[config.mk]
export PLATFORM = sky130hd
export DESIGN_NAME = cascaded_position_speed_pid_core
export DESIGN_NICKNAME = d
export VERILOG_FILES = /design/src/rtl/cpsp_pkg.sv /design/src/rtl/cpsp_datapath.sv /design/src/rtl/cascaded_position_speed_pid_core.sv
export SDC_FILE = /design/constraint.sdc
export NUM_CORES = 2
export LEC_CHECK = 0
export BUFFER_PORTS_ARGS = -buffer_cell sky130_fd_sc_hd__buf_4
export CORE_ASPECT_RATIO = 1.75
export CORE_MARGIN = 4
export CORE_UTILIZATION = 59
export CTS_BUF_LIST = sky130_fd_sc_hd__clkbuf_4 sky130_fd_sc_hd__clkbuf_8 sky130_fd_sc_hd__clkbuf_16
export CTS_CLUSTER_DIAMETER = 40
export DETAILED_ROUTE_END_ITERATION = 16
export PLACE_DENSITY = 0.88
export SKIP_CTS_REPAIR_TIMING = 1
export SLEW_MARGIN = 20
export SYNTH_ARGS = -nofsm -noshare
export SYNTH_HDL_FRONTEND = slang
export SYNTH_SLANG_ARGS = --single-unit
[constraint.sdc]
create_clock -name clk -period 11.64 [get_ports clk]
set_input_delay 2.328 -clock clk [delete_from_list [all_inputs] [get_ports clk]]
set_output_delay 2.328 -clock clk [all_outputs]
set_load 0.1 [all_outputs]
[src/rtl/cpsp_pkg.sv]
// Shared types, constants and the microprogram of the cascaded position and speed PID core.
// Used by cpsp_datapath, cascaded_position_speed_pid_core and the testbench; depends on nothing else.
package cpsp_pkg;

	localparam int FRAC_BITS = 16;
	localparam int DATA_W = 32;
	localparam int GAIN_W = 31;
	localparam int SUM_W = 34;
	localparam int PROD_W = 63;
	localparam int ERR_SUM_BOUND_DEFAULT = 1000;

	localparam int UCODE_LEN = 18;
	localparam int STEP_W = $clog2(UCODE_LEN);

	localparam logic [GAIN_W-1:0] RST_OUTER_KP = 31'd0;
	localparam logic [GAIN_W-1:0] RST_OUTER_KI = 31'd0;
	localparam logic [GAIN_W-1:0] RST_OUTER_KD = 31'd0;
	localparam logic [GAIN_W-1:0] RST_INNER_KP = 31'd9175;
	localparam logic [GAIN_W-1:0] RST_INNER_KI = 31'd46;
	localparam logic [GAIN_W-1:0] RST_INNER_KD = 31'd655;
	localparam logic [GAIN_W-1:0] RST_SPEED_LIMIT = 31'd655360;
	localparam logic [GAIN_W-1:0] RST_TORQUE_LIMIT = 31'd65536;

	typedef enum logic [2:0] {
		REG_OUTER_KP,
		REG_OUTER_KI,
		REG_OUTER_KD,
		REG_INNER_KP,
		REG_INNER_KI,
		REG_INNER_KD,
		REG_SPEED_LIMIT,
		REG_TORQUE_LIMIT
	} reg_idx_t;

	typedef struct packed {
		logic [GAIN_W-1:0] outer_kp;
		logic [GAIN_W-1:0] outer_ki;
		logic [GAIN_W-1:0] outer_kd;
		logic [GAIN_W-1:0] inner_kp;
		logic [GAIN_W-1:0] inner_ki;
		logic [GAIN_W-1:0] inner_kd;
		logic [GAIN_W-1:0] speed_limit;
		logic [GAIN_W-1:0] torque_limit;
	} cfg_t;

	typedef enum logic [2:0] {
		ALU_NOP,
		ALU_LD,
		ALU_ADD,
		ALU_SUB,
		ALU_SUB2,
		ALU_LDP,
		ALU_CLAMP
	} alu_op_t;

	typedef enum logic [3:0] {
		SRC_POS,
		SRC_SPD,
		SRC_TGT,
		SRC_E,
		SRC_D,
		SRC_OLE,
		SRC_OSUM,
		SRC_CMD,
		SRC_VE,
		SRC_ILE,
		SRC_IPE,
		SRC_IACC
	} src_t;

	typedef enum logic [3:0] {
		DST_NONE,
		DST_E,
		DST_D,
		DST_OLE,
		DST_OSUM,
		DST_CMD,
		DST_VE,
		DST_ILE,
		DST_IPE,
		DST_IACC
	} dst_t;

	typedef enum logic [2:0] {
		G_OKP,
		G_OKI,
		G_OKD,
		G_IKP,
		G_IKI,
		G_IKD
	} gain_sel_t;

	typedef enum logic [1:0] {
		P_NONE,
		P_LOAD,
		P_ADD,
		P_ADDS
	} pacc_op_t;

	typedef enum logic [1:0] {
		LIM_INT,
		LIM_SPEED,
		LIM_TORQUE
	} lim_sel_t;

	typedef enum logic {
		SEQ_NEXT,
		SEQ_END
	} seq_t;

	typedef struct packed {
		alu_op_t   alu_op;
		logic      sat;
		src_t      alu_src;
		dst_t      dst;
		logic      mul_en;
		src_t      mul_src;
		gain_sel_t gain;
		pacc_op_t  pacc;
		lim_sel_t  lim;
		seq_t      seq;
	} ucode_t;

	// One control word per step: the outer loop in steps 0 to 7, the inner loop after it.
	function automatic ucode_t ucode_rom(input logic [STEP_W-1:0] addr);
		ucode_t w;
		w = '{ALU_NOP, 1'b0, SRC_E, DST_NONE, 1'b0, SRC_E, G_OKP, P_NONE, LIM_INT, SEQ_END};
		case (addr)
			5'd0: w = '{ALU_LD, 1'b0, SRC_TGT, DST_NONE, 1'b0, SRC_E, G_OKP, P_NONE, LIM_INT, SEQ_NEXT};
			5'd1: w = '{ALU_SUB, 1'b1, SRC_POS, DST_E, 1'b0, SRC_E, G_OKP, P_NONE, LIM_INT, SEQ_NEXT};
			5'd2: w = '{ALU_SUB, 1'b1, SRC_OLE, DST_D, 1'b1, SRC_E, G_OKP, P_NONE, LIM_INT, SEQ_NEXT};
			5'd3: w = '{ALU_LD, 1'b0, SRC_E, DST_OLE, 1'b1, SRC_OSUM, G_OKI, P_LOAD, LIM_INT,
				SEQ_NEXT};
			5'd4: w = '{ALU_ADD, 1'b1, SRC_OSUM, DST_NONE, 1'b1, SRC_D, G_OKD, P_ADDS, LIM_INT,
				SEQ_NEXT};
			5'd5: w = '{ALU_CLAMP, 1'b0, SRC_E, DST_OSUM, 1'b0, SRC_E, G_OKP, P_ADDS, LIM_INT,
				SEQ_NEXT};
			5'd6: w = '{ALU_LDP, 1'b0, SRC_E, DST_NONE, 1'b0, SRC_E, G_OKP, P_NONE, LIM_INT, SEQ_NEXT};
			5'd7: w = '{ALU_CLAMP, 1'b0, SRC_E, DST_CMD, 1'b0, SRC_E, G_OKP, P_NONE, LIM_SPEED,
				SEQ_NEXT};
			5'd8: w = '{ALU_SUB, 1'b1, SRC_SPD, DST_VE, 1'b0, SRC_E, G_OKP, P_NONE, LIM_INT, SEQ_NEXT};
			5'd9: w = '{ALU_SUB, 1'b1, SRC_ILE, DST_D, 1'b0, SRC_E, G_OKP, P_NONE, LIM_INT, SEQ_NEXT};
			5'd10: w = '{ALU_LD, 1'b0, SRC_VE, DST_NONE, 1'b1, SRC_D, G_IKP, P_NONE, LIM_INT,
				SEQ_NEXT};
			5'd11: w = '{ALU_SUB2, 1'b0, SRC_ILE, DST_NONE, 1'b1, SRC_VE, G_IKI, P_LOAD, LIM_INT,
				SEQ_NEXT};
			5'd12: w = '{ALU_ADD, 1'b1, SRC_IPE, DST_D, 1'b0, SRC_E, G_OKP, P_ADD, LIM_INT, SEQ_NEXT};
			5'd13: w = '{ALU_LD, 1'b0, SRC_ILE, DST_IPE, 1'b1, SRC_D, G_IKD, P_NONE, LIM_INT,
				SEQ_NEXT};
			5'd14: w = '{ALU_LD, 1'b0, SRC_VE, DST_ILE, 1'b0, SRC_E, G_OKP, P_ADD, LIM_INT, SEQ_NEXT};
			5'd15: w = '{ALU_LDP, 1'b1, SRC_E, DST_NONE, 1'b0, SRC_E, G_OKP, P_NONE, LIM_INT,
				SEQ_NEXT};
			5'd16: w = '{ALU_ADD, 1'b1, SRC_IACC, DST_NONE, 1'b0, SRC_E, G_OKP, P_NONE, LIM_INT,
				SEQ_NEXT};
			5'd17: w = '{ALU_CLAMP, 1'b0, SRC_E, DST_IACC, 1'b0, SRC_E, G_OKP, P_NONE, LIM_TORQUE,
				SEQ_END};
			default: w = '{ALU_NOP, 1'b0, SRC_E, DST_NONE, 1'b0, SRC_E, G_OKP, P_NONE, LIM_INT,
				SEQ_END};
		endcase
		return w;
	endfunction

endpackage

[src/rtl/cpsp_datapath.sv]
// Datapath of the PID core: operand registers, loop state, accumulator, shared multiplier.
// Driven by the sequencer with one control word per cycle in which en is high; depends on cpsp_pkg.
module cpsp_datapath import cpsp_pkg::*; #(
	parameter int ERR_SUM_BOUND = ERR_SUM_BOUND_DEFAULT
) (
	input  logic                     clk,
	input  logic                     arst_n,
	input  cfg_t                     cfg,
	input  ucode_t                   ctrl,
	input  logic                     en,
	input  logic                     load,
	input  logic signed [DATA_W-1:0] measured_position,
	input  logic signed [DATA_W-1:0] measured_speed,
	input  logic signed [DATA_W-1:0] target_position,
	output logic signed [DATA_W-1:0] speed_cmd,
	output logic signed [DATA_W-1:0] torque_next
);

	localparam logic signed [SUM_W-1:0] ILIM = SUM_W'(ERR_SUM_BOUND * (2 ** FRAC_BITS));
	localparam int QHI = FRAC_BITS + DATA_W - 1;

	logic signed [DATA_W-1:0] pos_q, spd_q, tgt_q;
	logic signed [DATA_W-1:0] e_q, d_q, cmd_q, ve_q;
	logic signed [DATA_W-1:0] ole_q, osum_q, ile_q, ipe_q, iacc_q;
	logic signed [SUM_W-1:0]  acc_q, psum_q;
	logic signed [PROD_W-1:0] prod_q;

	logic signed [DATA_W-1:0] alu_val, mul_val, prod_sat, alu_sat, psum_sat;
	logic signed [SUM_W-1:0]  alu_ext, prod_ext, lim_val, alu_raw, acc_next, psum_sum;
	logic        [GAIN_W-1:0] gain_val;
	logic signed [63:0]       prod_full;

	function automatic logic signed [DATA_W-1:0] sat32(input logic signed [SUM_W-1:0] v);
		logic [SUM_W-DATA_W:0] hi;
		hi = v[SUM_W-1:DATA_W-1];
		if ((&hi) || !(|hi)) begin
			return v[DATA_W-1:0];
		end else if (v[SUM_W-1]) begin
			return {1'b1, {(DATA_W-1){1'b0}}};
		end else begin
			return {1'b0, {(DATA_W-1){1'b1}}};
		end
	endfunction

	function automatic logic signed [DATA_W-1:0] pick(input src_t s,
		input logic signed [DATA_W-1:0] pos, input logic signed [DATA_W-1:0] spd,
		input logic signed [DATA_W-1:0] tgt, input logic signed [DATA_W-1:0] e,
		input logic signed [DATA_W-1:0] d, input logic signed [DATA_W-1:0] ole,
		input logic signed [DATA_W-1:0] osum, input logic signed [DATA_W-1:0] cmd,
		input logic signed [DATA_W-1:0] ve, input logic signed [DATA_W-1:0] ile,
		input logic signed [DATA_W-1:0] ipe, input logic signed [DATA_W-1:0] iacc);
		logic signed [DATA_W-1:0] r;
		case (s)
			SRC_POS:  r = pos;
			SRC_SPD:  r = spd;
			SRC_TGT:  r = tgt;
			SRC_E:    r = e;
			SRC_D:    r = d;
			SRC_OLE:  r = ole;
			SRC_OSUM: r = osum;
			SRC_CMD:  r = cmd;
			SRC_VE:   r = ve;
			SRC_ILE:  r = ile;
			SRC_IPE:  r = ipe;
			SRC_IACC: r = iacc;
			default:  r = e;
		endcase
		return r;
	endfunction

	assign alu_val = pick(ctrl.alu_src, pos_q, spd_q, tgt_q, e_q, d_q, ole_q, osum_q, cmd_q,
		ve_q, ile_q, ipe_q, iacc_q);
	assign mul_val = pick(ctrl.mul_src, pos_q, spd_q, tgt_q, e_q, d_q, ole_q, osum_q, cmd_q,
		ve_q, ile_q, ipe_q, iacc_q);
	assign alu_ext = {{(SUM_W-DATA_W){alu_val[DATA_W-1]}}, alu_val};

	always_comb begin
		case (ctrl.gain)
			G_OKP:   gain_val = cfg.outer_kp;
			G_OKI:   gain_val = cfg.outer_ki;
			G_OKD:   gain_val = cfg.outer_kd;
			G_IKP:   gain_val = cfg.inner_kp;
			G_IKI:   gain_val = cfg.inner_ki;
			G_IKD:   gain_val = cfg.inner_kd;
			default: gain_val = cfg.outer_kp;
		endcase
	end

	always_comb begin
		case (ctrl.lim)
			LIM_INT:    lim_val = ILIM;
			LIM_SPEED:  lim_val = {{(SUM_W-GAIN_W){1'b0}}, cfg.speed_limit};
			LIM_TORQUE: lim_val = {{(SUM_W-GAIN_W){1'b0}}, cfg.torque_limit};
			default:    lim_val = ILIM;
		endcase
	end

	assign prod_full = $signed({1'b0, gain_val}) * mul_val;

	// The product is floored by the shift and then saturated to 32 bits.
	always_comb begin
		if ((&prod_q[PROD_W-1:QHI]) || !(|prod_q[PROD_W-1:QHI])) begin
			prod_sat = prod_q[QHI:FRAC_BITS];
		end else if (prod_q[PROD_W-1]) begin
			prod_sat = {1'b1, {(DATA_W-1){1'b0}}};
		end else begin
			prod_sat = {1'b0, {(DATA_W-1){1'b1}}};
		end
	end

	assign prod_ext = {{(SUM_W-DATA_W){prod_sat[DATA_W-1]}}, prod_sat};
	assign psum_sum = psum_q + prod_ext;
	assign psum_sat = sat32(psum_sum);

	always_comb begin
		case (ctrl.alu_op)
			ALU_NOP:  alu_raw = acc_q;
			ALU_LD:   alu_raw = alu_ext;
			ALU_ADD:  alu_raw = acc_q + alu_ext;
			ALU_SUB:  alu_raw = acc_q - alu_ext;
			ALU_SUB2: alu_raw = acc_q - (alu_ext <<< 1);
			ALU_LDP:  alu_raw = psum_q;
			ALU_CLAMP: begin
				if (acc_q > lim_val) begin
					alu_raw = lim_val;
				end else if (acc_q < -lim_val) begin
					alu_raw = -lim_val;
				end else begin
					alu_raw = acc_q;
				end
			end
			default:  alu_raw = acc_q;
		endcase
	end

	assign alu_sat = sat32(alu_raw);

	always_comb begin
		if (ctrl.sat) begin
			acc_next = {{(SUM_W-DATA_W){alu_sat[DATA_W-1]}}, alu_sat};
		end else begin
			acc_next = alu_raw;
		end
	end

	always_ff @(posedge clk) begin
		if (load) begin
			pos_q <= measured_position;
			spd_q <= measured_speed;
			tgt_q <= target_position;
		end
		if (en) begin
			acc_q <= acc_next;
			if (ctrl.mul_en) begin
				prod_q <= prod_full[PROD_W-1:0];
			end
			case (ctrl.pacc)
				P_LOAD:  psum_q <= prod_ext;
				P_ADD:   psum_q <= psum_sum;
				P_ADDS:  psum_q <= {{(SUM_W-DATA_W){psum_sat[DATA_W-1]}}, psum_sat};
				default: psum_q <= psum_q;
			endcase
			case (ctrl.dst)
				DST_E:   e_q <= acc_next[DATA_W-1:0];
				DST_D:   d_q <= acc_next[DATA_W-1:0];
				DST_CMD: cmd_q <= acc_next[DATA_W-1:0];
				DST_VE:  ve_q <= acc_next[DATA_W-1:0];
				default: ;
			endcase
		end
	end

	always_ff @(posedge clk or negedge arst_n) begin
		if (!arst_n) begin
			ole_q  <= '0;
			osum_q <= '0;
			ile_q  <= '0;
			ipe_q  <= '0;
			iacc_q <= '0;
		end else if (en) begin
			case (ctrl.dst)
				DST_OLE:  ole_q <= acc_next[DATA_W-1:0];
				DST_OSUM: osum_q <= acc_next[DATA_W-1:0];
				DST_ILE:  ile_q <= acc_next[DATA_W-1:0];
				DST_IPE:  ipe_q <= acc_next[DATA_W-1:0];
				DST_IACC: iacc_q <= acc_next[DATA_W-1:0];
				default: ;
			endcase
		end
	end

	assign speed_cmd = cmd_q;
	assign torque_next = acc_next[DATA_W-1:0];

endmodule

[src/rtl/cascaded_position_speed_pid_core.sv]
// Top level of the cascaded position and speed PID core: configuration registers,
// microprogram sequencer and output register. Depends on cpsp_pkg and cpsp_datapath.
//
// channel   direction  handshake              payload
// in        input      in_valid / in_stall    measured_position, measured_speed, target_position
// out       output     out_valid / out_stall  speed_command, torque_command
// cfg       input      cfg_write_en           cfg_index, cfg_data
//
// Each request runs an 18-step microprogram, one step per cycle unless the last step is held,
// through one shared multiplier and one accumulator; no new request is taken while it runs.
// The next request is taken in the cycle in which the last step completes.
// A result waiting in the output register holds the last step until it is taken.
// Reset clears the loop state and loads the default gains and limits.
module cascaded_position_speed_pid_core import cpsp_pkg::*; #(
	parameter int ERR_SUM_BOUND = ERR_SUM_BOUND_DEFAULT
) (
	input  logic                     clk,
	input  logic                     arst_n,
	input  logic                     in_valid,
	output logic                     in_stall,
	input  logic signed [DATA_W-1:0] measured_position,
	input  logic signed [DATA_W-1:0] measured_speed,
	input  logic signed [DATA_W-1:0] target_position,
	output logic                     out_valid,
	input  logic                     out_stall,
	output logic signed [DATA_W-1:0] speed_command,
	output logic signed [DATA_W-1:0] torque_command,
	input  logic                     cfg_write_en,
	input  logic [2:0]               cfg_index,
	input  logic [GAIN_W-1:0]        cfg_data
);

	cfg_t                     cfg_q;
	logic                     busy_q;
	logic [STEP_W-1:0]        step_q;
	logic                     out_valid_q;
	logic signed [DATA_W-1:0] speed_command_q, torque_command_q;

	ucode_t                   ctrl;
	logic                     accept, end_fire, word_en, hold_end;
	logic signed [DATA_W-1:0] speed_cmd, torque_next;

	always_ff @(posedge clk or negedge arst_n) begin
		if (!arst_n) begin
			cfg_q.outer_kp     <= RST_OUTER_KP;
			cfg_q.outer_ki     <= RST_OUTER_KI;
			cfg_q.outer_kd     <= RST_OUTER_KD;
			cfg_q.inner_kp     <= RST_INNER_KP;
			cfg_q.inner_ki     <= RST_INNER_KI;
			cfg_q.inner_kd     <= RST_INNER_KD;
			cfg_q.speed_limit  <= RST_SPEED_LIMIT;
			cfg_q.torque_limit <= RST_TORQUE_LIMIT;
		end else if (cfg_write_en) begin
			case (cfg_index)
				REG_OUTER_KP:     cfg_q.outer_kp <= cfg_data;
				REG_OUTER_KI:     cfg_q.outer_ki <= cfg_data;
				REG_OUTER_KD:     cfg_q.outer_kd <= cfg_data;
				REG_INNER_KP:     cfg_q.inner_kp <= cfg_data;
				REG_INNER_KI:     cfg_q.inner_ki <= cfg_data;
				REG_INNER_KD:     cfg_q.inner_kd <= cfg_data;
				REG_SPEED_LIMIT:  cfg_q.speed_limit <= cfg_data;
				REG_TORQUE_LIMIT: cfg_q.torque_limit <= cfg_data;
				default: ;
			endcase
		end
	end

	assign ctrl     = ucode_rom(step_q);
	assign hold_end = (ctrl.seq == SEQ_END) && out_valid_q && out_stall;
	assign word_en  = busy_q && !hold_end;
	assign end_fire = word_en && (ctrl.seq == SEQ_END);
	assign in_stall = busy_q && !end_fire;
	assign accept   = in_valid && !in_stall;

	always_ff @(posedge clk or negedge arst_n) begin
		if (!arst_n) begin
			busy_q      <= 1'b0;
			step_q      <= '0;
			out_valid_q <= 1'b0;
		end else begin
			if (accept) begin
				busy_q <= 1'b1;
				step_q <= '0;
			end else if (end_fire) begin
				busy_q <= 1'b0;
				step_q <= '0;
			end else if (word_en) begin
				step_q <= step_q + 1'b1;
			end
			if (end_fire) begin
				out_valid_q <= 1'b1;
			end else if (!out_stall) begin
				out_valid_q <= 1'b0;
			end
		end
	end

	always_ff @(posedge clk) begin
		if (end_fire) begin
			speed_command_q  <= speed_cmd;
			torque_command_q <= torque_next;
		end
	end

	cpsp_datapath #(
		.ERR_SUM_BOUND(ERR_SUM_BOUND)
	) u_datapath (
		.clk               (clk),
		.arst_n            (arst_n),
		.cfg               (cfg_q),
		.ctrl              (ctrl),
		.en                (word_en),
		.load              (accept),
		.measured_position (measured_position),
		.measured_speed    (measured_speed),
		.target_position   (target_position),
		.speed_cmd         (speed_cmd),
		.torque_next       (torque_next)
	);

	assign out_valid      = out_valid_q;
	assign speed_command  = speed_command_q;
	assign torque_command = torque_command_q;

	a_accept_starts: assert property (@(posedge clk) disable iff (!arst_n)
		accept |=> (busy_q && step_q == '0))
		else $error("accepted request did not start the program at its first step");

	a_result_from_end: assert property (@(posedge clk) disable iff (!arst_n)
		$rose(out_valid_q) |-> $past(end_fire))
		else $error("result appeared without the last step completing");

	a_idle_step_zero: assert property (@(posedge clk) disable iff (!arst_n)
		!busy_q |-> (step_q == '0))
		else $error("step counter moved while idle");

	a_step_in_program: assert property (@(posedge clk) disable iff (!arst_n)
		busy_q |-> (step_q < STEP_W'(UCODE_LEN)))
		else $error("step counter ran past the end of the program");

endmodule

==> results by group <==
Detailed routing
  • Wirelength per Cell: roughly 36 microns
  • DR iter-0 viols: just over 8000
  • DRC errors left: 0
  • Total Wirelength: between 300000 and 400000 microns
  • Vias/cell: slightly below 7
  • Via Count: between 60000 and 70000
  • Pre-antenna DRT Iters: 13
  • Antenna violation net count after detailed routing: 0

Yosys
  • Register area share after synthesis: 0.2933
  • Post-synth EDFFs: 403
  • Most used flip-flop cell after synthesis: edfxtp_1
  • Largest family of logic cells by synthesized area: adder cells
  • #FFs+latches synth: slightly above 800
  • Post-synthesis mux area share: 0.06870
  • Commonest cells post-synth: inv_1, fa_1, nand2_1
  • Synth Area in Compound Gates: 0.1223
  • Ys async rst share: 0.5073
  • Top cells by area, synth: fa_1, edfxtp_1, dfrtp_1, ha_1, mux2_2
  • Adder-cell area share of the yosys netlist: 0.3011
  • Mapped Cells: between 7000 and 8000
  • Yosys warns: 0
  • Simple-gate area share of the yosys netlist: 0.1220
  • Synth Area in XOR/XNOR: 0.02298
  • Post-Syn Nets: just over 9000
  • Avg Cell Area, Syn: between 9 and 10 sq um
  • Synth cell types: between 100 and 150
  • Cell with the most instances after synthesis: inv_1
  • Syn Std Cell Area: roughly 0.077 sq mm
  • Post-synth top area share: 0.2266
  • Largest area contributor in the netlist: fa_1

Placed design
  • PortBufs: 200
  • GP Congestion: around 1.1
  • DP Wirelength: 267500 microns

Clock tree
  • Clk Latency, worst-skew pair: between 0.7 and 0.8 ns
  • Reg clk slew, reported paths: 0.07 ns
  • Clk sink count: 818
  • Htree depth: 3
  • Num CTS Buffers: 85
  • CTS tree: yes
  • Clock root cell: clkbuf_16
  • Worst-case clock buffer depth: 3

Critical path
  • Critical path data arrival time: between 10 and 15 ns
  • CP Data Required Time: between 10 and 15 ns
  • Crit Path Class: reg -> reg
  • Crit path buffers/inverters: 7
  • CP most frequent cell: fa_1
  • Delay-heaviest family, CP: adder cells
  • Critical-path maximum fanout: 28
  • CP endpoint kind: flip-flop
  • Worst path slowest cell: fa_1
  • Crit path largest cell delay: 0.79 ns
  • Critical Path Source Type: flip-flop

STA
  • Fmax: approximately 0.09 GHz
  • Final period util: 0.9784
  • Final hold vios: 0
  • Slew HR: 0.1672
  • Final Slew Violations: 0
  • Crit path time final: roughly 11 ns
  • Clock Skew: between 0.02 and 0.03 ns
  • Hold Slack: around 0.50 ns
  • Setup violators final: 0
  • Worst Tran Pin Value: between 1 and 1.5 ns

Floorplan
  • Initial Util: 0.5957
  • Core area: 0.1289 sq mm
  • Die height: between 400 and 500 microns
  • # rows: 174
  • Chip Width: 280.7 microns
  • Die area: between 0.1 and 0.15 sq mm
  • I/O pin count: 201

Global route
  • Antenna violations before repair: 21
  • First-pass GRT wire length: 496700 microns
  • Tot GR Track Use: 0.5150
  • Pin count of the biggest net entering global routing: about 160
  • Vias in the first global route: roughly 70000
  • GRT overflow: 0

Layout
  • Multi-input logic area: approximately 0.049 sq mm
  • Final nets: between 9000 and 10000
  • Reg area: about 0.023 sq mm
  • Area Overhead vs Synth: 10.64%
  • Filler Cells Inserted: roughly 9900
  • Layout cells sized above 1: 0.1601

Job
  • Max-cap violation count: 0

Min path
  • Hold Path Class: reg -> reg

Run status
  • Outcome: finished, final reports clean
-- sequential cells by signal (all words and copies together) (netlist names) --
name,flops
busy_q,1
cfg_q,248
out_valid,1
speed_command,32
step_q,5
torque_command,32
u_datapath.acc_q,34
u_datapath.d_q,32
u_datapath.e_q,32
u_datapath.iacc_q,32
u_datapath.ile_q,32
u_datapath.ipe_q,32
u_datapath.ole_q,32
u_datapath.osum_q,32
u_datapath.pos_q,32
u_datapath.prod_q,47
u_datapath.psum_q,34
u_datapath.spd_q,32
u_datapath.speed_cmd,32
u_datapath.tgt_q,32
u_datapath.ve_q,32
-- layout make-up --
| class | count | share of cell area |
|---|---|---|
| Antenna cell | 22 | 0.0006482 |
| Clock buffer | 105 | 0.02775 |
| Clock inverter | 55 | 0.007056 |
| Inverter | 971 | 0.04291 |
| Multi-Input combinational cell | 5555 | 0.5815 |
| Sequential cell | 818 | 0.2651 |
| Tap cell | 1672 | 0.02463 |
| Timing Repair Buffer | 533 | 0.05041 |
-- stage by stage --
stage                TNS [ns]  worst slack, ns  utilization  instances  instance area (sq um)
finish                      0           0.2517       0.6590       9731                  84940
global route        -0.001750        -0.001750       0.6587       9716                  84900
CTS                         0           0.3808       0.6574       9702                  84730
detailed placement          0           0.5398       0.6345       9542                  81770
global placement            0           0.5588       0.6345       9542                  81770
floorplan                   0           0.6351            -       7769                  76770
-- layer usage --
layer	vias up	GRT usage	share of wire
met4	8	0.6309	0.17
met2	5104	0.8153	0.46
met5	-	0.003973	0.00014
li1	26520	-	-
met3	2498	0.1789	0.10
met1	32730	0.4631	0.27
-- final timing paths --
check | start | end | slack (ns) | depth (start not counted)
min reg2reg | u_datapath.speed_cmd[3] | speed_command[3] | 0.50 | 0
min | u_datapath.speed_cmd[3] | speed_command[3] | 0.50 | 0
min in group asynchronous | arst_n | cfg_q[239] | 1.67 | 1
max | step_q[0] | u_datapath.prod_q[55] | 0.25 | 36
max reg2reg | step_q[0] | u_datapath.prod_q[55] | 0.25 | 36
max in group asynchronous | arst_n | u_datapath.iacc_q[20] | 7.66 | 3
-- placed cells by master, fill, tap and decap left out, types with 19 or more instances in the layout --
cell | netlist | layout
o21ai_1 | 32 | 37
o211ai_1 | 46 | 46
o21ai_2 | 21 | 30
and3_1 | 39 | 38
xnor2_1 | 124 | 123
a221oi_1 | 48 | 47
nor4_1 | 22 | 20
a21o_1 | 111 | 111
nand2_1 | 856 | 853
nor3_1 | 58 | 53
o21ai_0 | 279 | 261
ha_1 | 457 | 455
a31oi_1 | 47 | 43
o21a_1 | 57 | 55
a22oi_1 | 108 | 108
inv_1 | 966 | 965
nand3_1 | 102 | 99
diode_2 | 0 | 22
dfrtp_1 | 393 | 392
mux2i_1 | 69 | 68
xor2_1 | 73 | 73
nor2b_1 | 47 | 46
nand2b_1 | 56 | 56
clkbuf_16 | 0 | 86
a222oi_1 | 36 | 36
a21oi_1 | 279 | 277
buf_12 | 0 | 20
buf_4 | 6 | 505
o22ai_1 | 34 | 32
and2_1 | 37 | 38
o21bai_1 | 25 | 25
dfstp_2 | 22 | 22
nand4_1 | 36 | 36
a211o_1 | 23 | 23
nor2_1 | 823 | 810
edfxtp_1 | 403 | 403
fa_1 | 869 | 866
o221ai_1 | 23 | 23
mux2_2 | 397 | 397
or2_2 | 19 | 19
-- logic make-up (layout without fill, tap and decap cells) --
group,Yosys count,count (layout)
AO/OA/AOI/OAI,1381,1381
XOR/XNOR,199,199
adder cells (fa/ha/maj),1326,1326
buffers and inverters,1396,1664
flip-flops,818,818
multiplexers,476,476
other,0,22
AND/OR/NAND/NOR,2173,2173
Power is left out: the tool's default activity adds up to more than one toggle a clock period on the data nets, which glitch-free logic cannot reach.
